===== config.mk =====
export PLATFORM = sky130hd
export DESIGN_NAME = dht_single_wire_reader
export DESIGN_NICKNAME = d
export VERILOG_FILES = /design/src/hw/rtl/dht_pkg.sv /design/src/hw/rtl/dht_out_buf.sv /design/src/hw/rtl/dht_single_wire_reader.sv
export SDC_FILE = /design/constraint.sdc
export NUM_CORES = 1
export LEC_CHECK = 0
export ABC_CLOCK_PERIOD_IN_PS = 9100
export BUFFER_PORTS_ARGS = -buffer_cell sky130_fd_sc_hd__buf_2
export CAP_MARGIN = 20
export CORE_UTILIZATION = 55
export CTS_CLUSTER_DIAMETER = 80
export DETAILED_ROUTE_END_ITERATION = 8
export HOLD_SLACK_MARGIN = 0.03
export PLACE_DENSITY = 0.82
export RECOVER_POWER = 50
export SLEW_MARGIN = 20
export SYNTH_ARGS = -nofsm -noshare
export SYNTH_HDL_FRONTEND = slang
export SYNTH_HIERARCHICAL = 1
export SYNTH_SLANG_ARGS = --single-unit

===== constraint.sdc =====
create_clock -name clk -period 9.1 [get_ports clk]
set_input_delay 1.82 -clock clk [delete_from_list [all_inputs] [get_ports clk]]
set_output_delay 1.82 -clock clk [all_outputs]
set_load 0.02 [all_outputs]

===== src/hw/rtl/dht_pkg.sv =====
// Shared types and constants for the single-wire sensor reader.
// Used by dht_out_buf and dht_single_wire_reader; depends on nothing.
package dht_pkg;

	// Configuration register indexes (byte address = 4 * index)
	localparam logic [2:0] REG_START_LOW     = 3'd0;
	localparam logic [2:0] REG_RESPONSE_LOW  = 3'd1;
	localparam logic [2:0] REG_RESPONSE_HIGH = 3'd2;
	localparam logic [2:0] REG_SAMPLE_DELAY  = 3'd3;
	localparam logic [2:0] REG_EDGE_TIMEOUT  = 3'd4;
	localparam logic [2:0] REG_FRAME_BYTES   = 3'd5;

	localparam int unsigned ADDR_W = 5;
	localparam int unsigned DATA_W = 32;

	// Register reset values
	localparam logic [15:0] START_LOW_RST     = 16'd18000;
	localparam logic [7:0]  RESPONSE_LOW_RST  = 8'd40;
	localparam logic [7:0]  RESPONSE_HIGH_RST = 8'd80;
	localparam logic [7:0]  SAMPLE_DELAY_RST  = 8'd40;
	localparam logic [15:0] EDGE_TIMEOUT_RST  = 16'd1000;
	localparam logic [3:0]  FRAME_BYTES_RST   = 4'd5;

	// One input word: a tick with a line sample, or a start command
	typedef struct packed {
		logic func;
		logic line_level;
	} in_word_t;

	// One result word
	typedef struct packed {
		logic       drive_low;
		logic       busy_res;
		logic       response_valid;
		logic       response_ok;
		logic       byte_valid;
		logic [7:0] byte_data;
		logic       last_byte;
		logic       timeout_flag;
	} out_word_t;

	// Status of the output buffer seen by the top level
	typedef struct packed {
		logic can_push;
		logic empty;
	} buf_status_t;

endpackage


===== src/hw/rtl/dht_out_buf.sv =====
// Two-entry output buffer that decouples result production from the consumer.
// Depends on dht_pkg (out_word_t, buf_status_t).
module dht_out_buf (
	input  logic                  clk,
	input  logic                  arst_n,
	input  logic                  push,
	input  dht_pkg::out_word_t    push_word,
	output dht_pkg::buf_status_t  status,
	output logic                  rsp_valid,
	input  logic                  rsp_ready,
	output dht_pkg::out_word_t    rsp
);

	dht_pkg::out_word_t mem_q [2];
	logic       wr_ptr_q;
	logic       rd_ptr_q;
	logic [1:0] count_q;
	logic       pop;

	assign pop             = rsp_valid && rsp_ready;
	assign rsp_valid       = (count_q != 2'd0);
	assign rsp             = mem_q[rd_ptr_q];
	assign status.can_push = (count_q != 2'd2);
	assign status.empty    = (count_q == 2'd0);

	// Storage, no reset needed
	always_ff @(posedge clk) begin
		if (push) begin
			mem_q[wr_ptr_q] <= push_word;
		end
	end

	// Pointers and fill count
	always_ff @(posedge clk or negedge arst_n) begin
		if (!arst_n) begin
			wr_ptr_q <= 1'b0;
			rd_ptr_q <= 1'b0;
			count_q  <= 2'd0;
		end else begin
			if (push) wr_ptr_q <= ~wr_ptr_q;
			if (pop)  rd_ptr_q <= ~rd_ptr_q;
			unique case ({push, pop})
				2'b10:   count_q <= count_q + 2'd1;
				2'b01:   count_q <= count_q - 2'd1;
				default: count_q <= count_q;
			endcase
		end
	end

	a_no_overflow: assert property (@(posedge clk) disable iff (!arst_n)
		(count_q == 2'd2) |-> !push)
		else $error("output buffer pushed while full");
	a_count_range: assert property (@(posedge clk) disable iff (!arst_n)
		count_q != 2'd3)
		else $error("output buffer count out of range");
	a_ptr_track: assert property (@(posedge clk) disable iff (!arst_n)
		(count_q == 2'd0 || count_q == 2'd2) |-> (wr_ptr_q == rd_ptr_q))
		else $error("output buffer pointers disagree with count");

endmodule


===== src/hw/rtl/dht_single_wire_reader.sv =====
// Single-wire sensor reader: one word per microsecond tick, one result per word.
// A result is registered in the output buffer when its input word is accepted and is offered from there.
// Throughput: one word per cycle; the two-entry output buffer holds results while
// the consumer stalls, and req_ready drops only when both entries are full.
// Reset (arst_n low, asynchronous): idle phase, counters cleared, bit index seven,
// registers at their defaults, output buffer empty.
module dht_single_wire_reader (
	input  logic                        clk,
	input  logic                        arst_n,
	// APB-style configuration port
	input  logic                        psel,
	input  logic                        penable,
	input  logic                        pwrite,
	input  logic [dht_pkg::ADDR_W-1:0]  paddr,
	input  logic [dht_pkg::DATA_W-1:0]  pwdata,
	output logic [dht_pkg::DATA_W-1:0]  prdata,
	output logic                        pready,
	// Input words
	input  logic                        req_valid,
	output logic                        req_ready,
	input  dht_pkg::in_word_t           req,
	// Result words
	output logic                        rsp_valid,
	input  logic                        rsp_ready,
	output dht_pkg::out_word_t          rsp
);

	typedef enum logic [3:0] {
		PH_IDLE,
		PH_START,
		PH_RESP_LOW,
		PH_RESP_HIGH,
		PH_RESP_FALL,
		PH_BIT_RISE,
		PH_BIT_DELAY,
		PH_BIT_FALL
	} phase_t;

	// Configuration registers
	logic [15:0] start_low_q;
	logic [7:0]  response_low_q;
	logic [7:0]  response_high_q;
	logic [7:0]  sample_delay_q;
	logic [15:0] edge_timeout_q;
	logic [3:0]  frame_bytes_q;

	// Transaction state
	phase_t      phase_q, phase_d;
	logic [15:0] tick_q, tick_d;
	logic [2:0]  bit_idx_q, bit_idx_d;
	logic [7:0]  shift_q, shift_d;
	logic [3:0]  byte_cnt_q, byte_cnt_d;
	logic        timed_out_q, timed_out_d;

	logic                 accept;
	logic                 cfg_wr;
	logic [2:0]           cfg_idx;
	dht_pkg::out_word_t   res;
	dht_pkg::buf_status_t buf_st;

	logic [15:0] tick_inc;
	logic [15:0] limit;
	logic        reached;
	logic        bit_done;
	logic [3:0]  byte_cnt_inc;

	assign pready    = 1'b1;
	assign cfg_wr    = psel && penable && pwrite && pready;
	assign cfg_idx   = paddr[4:2];
	assign req_ready = buf_st.can_push;
	assign accept    = req_valid && req_ready;

	// Register write
	always_ff @(posedge clk or negedge arst_n) begin
		if (!arst_n) begin
			start_low_q     <= dht_pkg::START_LOW_RST;
			response_low_q  <= dht_pkg::RESPONSE_LOW_RST;
			response_high_q <= dht_pkg::RESPONSE_HIGH_RST;
			sample_delay_q  <= dht_pkg::SAMPLE_DELAY_RST;
			edge_timeout_q  <= dht_pkg::EDGE_TIMEOUT_RST;
			frame_bytes_q   <= dht_pkg::FRAME_BYTES_RST;
		end else if (cfg_wr) begin
			case (cfg_idx)
				dht_pkg::REG_START_LOW:     start_low_q     <= pwdata[15:0];
				dht_pkg::REG_RESPONSE_LOW:  response_low_q  <= pwdata[7:0];
				dht_pkg::REG_RESPONSE_HIGH: response_high_q <= pwdata[7:0];
				dht_pkg::REG_SAMPLE_DELAY:  sample_delay_q  <= pwdata[7:0];
				dht_pkg::REG_EDGE_TIMEOUT:  edge_timeout_q  <= pwdata[15:0];
				dht_pkg::REG_FRAME_BYTES:   frame_bytes_q   <= pwdata[3:0];
				default: ;
			endcase
		end
	end

	// Register read
	always_comb begin
		prdata = '0;
		case (cfg_idx)
			dht_pkg::REG_START_LOW:     prdata = {16'd0, start_low_q};
			dht_pkg::REG_RESPONSE_LOW:  prdata = {24'd0, response_low_q};
			dht_pkg::REG_RESPONSE_HIGH: prdata = {24'd0, response_high_q};
			dht_pkg::REG_SAMPLE_DELAY:  prdata = {24'd0, sample_delay_q};
			dht_pkg::REG_EDGE_TIMEOUT:  prdata = {16'd0, edge_timeout_q};
			dht_pkg::REG_FRAME_BYTES:   prdata = {28'd0, frame_bytes_q};
			default:                    prdata = '0;
		endcase
	end

	// Tick counter limit for the current phase; a zero limit acts as one tick
	always_comb begin
		unique case (phase_q)
			PH_START:     limit = start_low_q;
			PH_RESP_LOW:  limit = {8'd0, response_low_q};
			PH_RESP_HIGH: limit = {8'd0, response_high_q};
			PH_BIT_DELAY: limit = {8'd0, sample_delay_q};
			default:      limit = edge_timeout_q;
		endcase
	end

	assign tick_inc     = tick_q + 16'd1;
	assign reached      = (tick_inc >= limit) || (tick_inc == 16'd0);
	assign byte_cnt_inc = byte_cnt_q + 4'd1;

	// Next state and result for one word
	always_comb begin
		phase_d     = phase_q;
		tick_d      = tick_q;
		bit_idx_d   = bit_idx_q;
		shift_d     = shift_q;
		byte_cnt_d  = byte_cnt_q;
		timed_out_d = timed_out_q;
		bit_done    = 1'b0;
		res         = '0;

		if (req.func) begin
			phase_d     = PH_START;
			tick_d      = '0;
			bit_idx_d   = 3'd7;
			shift_d     = '0;
			byte_cnt_d  = '0;
			timed_out_d = 1'b0;
			res.drive_low = 1'b1;
		end else begin
			unique case (phase_q)
				PH_START: begin
					res.drive_low = 1'b1;
					tick_d = tick_inc;
					if (reached) begin
						phase_d = PH_RESP_LOW;
						tick_d  = '0;
					end
				end
				PH_RESP_LOW: begin
					tick_d = tick_inc;
					if (reached) begin
						tick_d = '0;
						if (!req.line_level) begin
							phase_d = PH_RESP_HIGH;
						end else begin
							res.response_valid = 1'b1;
							phase_d = PH_RESP_FALL;
						end
					end
				end
				PH_RESP_HIGH: begin
					tick_d = tick_inc;
					if (reached) begin
						res.response_valid = 1'b1;
						res.response_ok    = req.line_level;
						phase_d = PH_RESP_FALL;
						tick_d  = '0;
					end
				end
				PH_RESP_FALL: begin
					if (!req.line_level) begin
						phase_d = PH_BIT_RISE;
						tick_d  = '0;
					end else begin
						tick_d = tick_inc;
						if (reached) begin
							timed_out_d = 1'b1;
							phase_d = PH_BIT_RISE;
							tick_d  = '0;
						end
					end
				end
				PH_BIT_RISE: begin
					if (req.line_level) begin
						phase_d = PH_BIT_DELAY;
						tick_d  = '0;
					end else begin
						tick_d = tick_inc;
						if (reached) begin
							timed_out_d = 1'b1;
							phase_d = PH_BIT_DELAY;
							tick_d  = '0;
						end
					end
				end
				PH_BIT_DELAY: begin
					tick_d = tick_inc;
					if (reached) begin
						if (req.line_level) shift_d[bit_idx_q] = 1'b1;
						phase_d = PH_BIT_FALL;
						tick_d  = '0;
					end
				end
				PH_BIT_FALL: begin
					if (!req.line_level) begin
						bit_done = 1'b1;
					end else begin
						tick_d = tick_inc;
						if (reached) begin
							timed_out_d = 1'b1;
							bit_done    = 1'b1;
						end
					end
				end
				default: begin
					phase_d = PH_IDLE;
				end
			endcase

			// Bit and byte bookkeeping
			if (bit_done) begin
				if (bit_idx_q == 3'd0) begin
					res.byte_valid = 1'b1;
					res.byte_data  = shift_q;
					byte_cnt_d     = byte_cnt_inc;
					if ((byte_cnt_inc >= frame_bytes_q) || (byte_cnt_inc == 4'd0)) begin
						res.last_byte = 1'b1;
						phase_d = PH_IDLE;
					end else begin
						phase_d = PH_BIT_RISE;
					end
					tick_d    = '0;
					bit_idx_d = 3'd7;
					shift_d   = '0;
				end else begin
					bit_idx_d = bit_idx_q - 3'd1;
					phase_d   = PH_BIT_RISE;
					tick_d    = '0;
				end
			end
		end

		res.busy_res     = (phase_d != PH_IDLE);
		res.timeout_flag = timed_out_d;
	end

	// State update on each accepted word
	always_ff @(posedge clk or negedge arst_n) begin
		if (!arst_n) begin
			phase_q     <= PH_IDLE;
			tick_q      <= '0;
			bit_idx_q   <= 3'd7;
			shift_q     <= '0;
			byte_cnt_q  <= '0;
			timed_out_q <= 1'b0;
		end else if (accept) begin
			phase_q     <= phase_d;
			tick_q      <= tick_d;
			bit_idx_q   <= bit_idx_d;
			shift_q     <= shift_d;
			byte_cnt_q  <= byte_cnt_d;
			timed_out_q <= timed_out_d;
		end
	end

	dht_out_buf u_out_buf (
		.clk       (clk),
		.arst_n    (arst_n),
		.push      (accept),
		.push_word (res),
		.status    (buf_st),
		.rsp_valid (rsp_valid),
		.rsp_ready (rsp_ready),
		.rsp       (rsp)
	);

	a_start_enters: assert property (@(posedge clk) disable iff (!arst_n)
		(accept && req.func) |=> (phase_q == PH_START && tick_q == 16'd0))
		else $error("start command did not enter start phase");
	a_ok_needs_valid: assert property (@(posedge clk) disable iff (!arst_n)
		(accept && res.response_ok) |-> res.response_valid)
		else $error("response_ok without response_valid");
	a_last_ends: assert property (@(posedge clk) disable iff (!arst_n)
		(accept && res.last_byte) |=> (phase_q == PH_IDLE))
		else $error("last byte did not end the transaction");
	a_drive_busy: assert property (@(posedge clk) disable iff (!arst_n)
		(accept && res.drive_low) |-> res.busy_res)
		else $error("line driven while not busy");

endmodule

## Word-level counts from Yosys, hierarchy flattened

Memories as Yosys holds them, arrays and structs flattened.
Cells that the tools add are included.

- Reduce and logical (&&, ||, !) cells: 28
- Add/subtract/negate cells: 5
- Eq/ne operators: 16
- Muxes and demuxes: 60
- Magnitude comparators: 4
- Bitwise operators: 3

Operators with widths:

| kind | count |
|---|---|
| $pmux W16 S4 | 2 |
| $mux W16 | 6 |
| $pmux W16 S6 | 1 |
| $mux W4 | 14 |
| $mux W8 | 6 |
| $pmux W4 S7 | 1 |
| $mux W10 | 2 |
| $mux W1 | 17 |
| $add A16 B1 Y16 const B | 1 |
| $eq A4 B3 Y1 const B | 4 |
| $ge A16 B16 Y1 | 1 |
| $logic_not A16 Y1 | 1 |
| $mux W3 | 5 |
| $reduce_and A2 Y1 | 7 |
| $mux W12 | 1 |
| $eq A4 B2 Y1 const B | 2 |
| $or A8 B8 Y8 | 1 |
| $reduce_bool A2 Y1 | 4 |
| $eq A3 B2 Y1 const B | 2 |
| $eq A3 B3 Y1 const B | 2 |
| $logic_not A3 Y1 | 2 |
| $reduce_and A3 Y1 | 2 |
| $reduce_bool A6 Y1 | 1 |
| $logic_and A1 B1 Y1 | 5 |
| 23 further kinds | 26 |

- RAM bits: 30
- Input port bits: 46
- Logic and storage cells: 132
- Flip-flop bits (word level): 100
- Memories kept: 1

Memory list:

| name | words | bits a word | rd ports | clocked after Yosys merged registers in | write ports | line | source |
|---|---|---|---|---|---|---|---|
| u_out_buf.mem_q | 2 | 15 | 1 | 0 | 1 | dht_out_buf.sv:14 | `dht_pkg::out_word_t mem_q [2];` |

## Logic depth before layout (Yosys ltp)

- Depth after elaboration: 11
- Mapped depth: 18

## Hierarchy

Netlist, hierarchy kept.

Modules (own cells, without submodules):

| module | sequential area each (µm²) | cells an instance | area each (µm²) | instances |
|---|---|---|---|---|
| dht_single_wire_reader | 2429.8 | 630 | 6263.5 | 1 |
| dht_out_buf | 1001.0 | 65 | 1293.7 | 1 |

## Worst setup path before layout

No wires, ideal clock.

- Kind: input port to output port
- From: input port paddr[2] in the netlist's numbering
- To: output port prdata[1] in the netlist's numbering
- Arrival: 3148 ps
- Required time: 7280 ps
- Setup slack: 4132 ps
- Path buffers: 2
- Cell stages on the path: 4
- Cell sequence: clkbuf_1 -> buf_1 -> mux2i_1 -> o32ai_1

- Longest elaborated chain between the ends: 2
- Elaborated cells between the ends (all ways): 7
- Classes of those cells: eq/ne: 5; mux: 1; reduce/logical: 1

RTL lines:

| what | line | source |
|---|---|---|
| start: declaration | dht_single_wire_reader.sv:14 | `input logic [dht_pkg::ADDR_W-1:0] paddr,` |
| $eq A3 B3 Y1, or another cell as far along | dht_single_wire_reader.sv:98 | `case (cfg_idx)` |
| $pmux W16 S6 * | dht_single_wire_reader.sv:98 |  |
| end: declaration | dht_single_wire_reader.sv:16 | `output logic [dht_pkg::DATA_W-1:0] prdata,` |

Mark *: on every way between the ends. The rest lies on a longest branch, timed or not.

==> flow_summary.ini <==
[outcome]
status = finished with violations
failed_checks = max-capacitance violations, max-slew violations

[die]
initial_core_util = 0.568
core_area_um2 = 13300
io_pins = 96
die_h_um = 119
die-area_um2 = 14200
rows = 42
floorplan.die.width_um = 119

[cells_and_area]
diodes = 0
nFillCells = 1034
layout.nets = 811
fin_util = 0.635
drive_above_1_share = 0.278
area_growth_pct = 11.8

[clock_network]
cts_hold_buf = 0
cts_tree = done
insertion_delay_ns = 0.42
numClockSinks = 130
clk_path_buf_depth = 2
cts_made_buffers = 17
clk_pin_slew_ns = 0.06
post-cts-setup-buffer-count = 0
cts_resized = 0
cts_root_buf = clkbuf_16
ctsHtreeMaxLevel = 4

[sta]
setup_ws_ns = 2.92
timing.slew.headroom = -1.63
setup_tns_ns = 0
slew_viol_final = 84
hold_viol = 0
fin_crit_sh = 0.679
period_minus_slack_ns = 6.18
skew_ns = 0.00713
rsz0062_at_grt = false
clock.fmax_mhz = 162
setup_violations = 0
worst_pin_slew_ns = 3.94

[run]
maxCapViolCount = 3

[setup_path]
endpoint_kind = asynchronous set/reset pin
cp.depth = 2
r2r_setup_slack_ns = 4.28
reg2reg_from = phase_q[0]$_DFFE_PN0P_
path_max_fanout = 74
slowest_delay_ns = 2.84
crit_chain = clkbuf_1, clkbuf_1
worstPathArrival_ns = 5.80
critPathKind = primary input to asynchronous set/reset pin
worstPathBufferInverterCount = 2
worst-r2r-cell-count = 14
r2r-end = shift_q[7]$_DFFE_PN0P_
crit_path_top_delay_cell = clkbuf_1
crit_top_cell = clkbuf_1
required_ns = 8.72
worstSetupStartpointType = primary input
crit_family = buffers and inverters

[global_routing]
grt_pass1_wl_mm = 28.7
antenna_found_initial = 0
grt_usage = 0.258
grt_max_degree = 75
grt-ovfl-total = 0
grt_pass1_vias = 5679

[min_path]
min_from = u_out_buf/wr_ptr_q$_DFFE_PN0P_
hold_path.class = register to register
hold_path_end = u_out_buf/wr_ptr_q$_DFFE_PN0P_
hold-path-cell-count = 1

[power_and_ir_drop]
ir_worst_vdd_uv = 194
cellLeakagePower_nw = 3.74
power_w = 0.00214
powerDensity_nw_per_um2 = 254

[logic_synthesis]
syn_area_um2 = 7550
synth_warnings = 6
synth_area_per_cell_um2 = 10.9
synthCells = 694

[place]
post-dp-hpwl_mm = 11.8
portBuffers = 60
place_ws_ns = 3.89
globalplace.congestion = 0.917

[detailed_routing]
wl_mm = 17.2
wl_per_cell_um = 18.6
dr.pass1.iters = 5
vias = 5683
antenna_left = 0
drc_errors = 0
viasPerCell = 6.12
drtIter0Drc = 576
[registers in the layout (all words and copies together) (netlist names), 8 cells and up]
register	count
tick_q	16
shift_q	8
response_high_q	8
sample_delay_q	8
edge_timeout_q	16
start_low_q	16
response_low_q	8
u_out_buf/mem_q	30
[through the flow]
stage / area (µm²) / hold WS, ns / cells
after floorplan: 7610 / 0.449 / 709
after global placement: 7870 / 0.463 / 896
after detailed placement: 7870 / 0.484 / 896
after CTS: 8480 / 0.501 / 928
after global routing: 8450 / 0.530 / 928
final: 8450 / 0.497 / 928
[layout make-up]
type	instances	area, µm²	share of cell area
inverters	35	131	0.0156
clock inverters	15	181	0.0215
multi-input cells	489	3720	0.441
flip-flops and latches	130	3430	0.406
well taps	176	220	0.0261
repair buffers	66	333	0.0394
clock buffers	17	425	0.0504
[cells in the final DEF, fill, tap and decap left out, drive strengths merged, types with 5 or more instances in the layout]
master,instances
dfrtp,78
mux2,75
buf,58
nor2,50
nand2,45
inv,39
edfxtp,30
ha,26
a21oi,25
clkbuf,25
nor3,23
dfstp,22
mux2i,19
o21ai,18
a22oi,17
conb,17
nand3,17
xor2,12
a22o,10
a221oi,10
and3,9
xnor2,8
o22ai,8
a222oi,8
or3,7
o211ai,7
nand4,6
a21o,5
nor4,5
and2,5
nand2b,5
[metal layers]
metal	vias up	routed length, µm	track usage
met4	0	389	0.111
met5	-	0	0
met3	34	1140	0.0484
met2	241	8550	0.417
met1	2781	7160	0.339
li1	2627	-	-
[worst reg2reg max path, delay by kind of cell, from the launching register on]
kind / cells / cell delay [ns]
buffers and inverters: 2 / 0.29
DFF: 1 / 0.69
adders and majority gates: 1 / 0.32
and+or+nand+nor: 2 / 0.49
AOI/OAI and AO/OA: 9 / 2.97
[how the worst max path moves through the flow]
stage,to,start,slack (ns)
after floorplan,prdata[1],paddr[2],4.13
after global placement,prdata[1],paddr[4],3.91
after detailed placement,prdata[1],paddr[4],3.89
after CTS,prdata[1],paddr[4],3.80
after global routing,shift_q[4]$_DFFE_PN0P_,arst_n,1.93
final,phase_q[3]$_DFFE_PN0P_,arst_n,2.92
[power by group]
group          internal (W)  switching (W)
clock network      0.000433       0.000266
registers          0.000729       0.000105
logic              0.000254       0.000355
total               0.00142       0.000726
No activity file was read; power rests on OpenSTA's default activity.
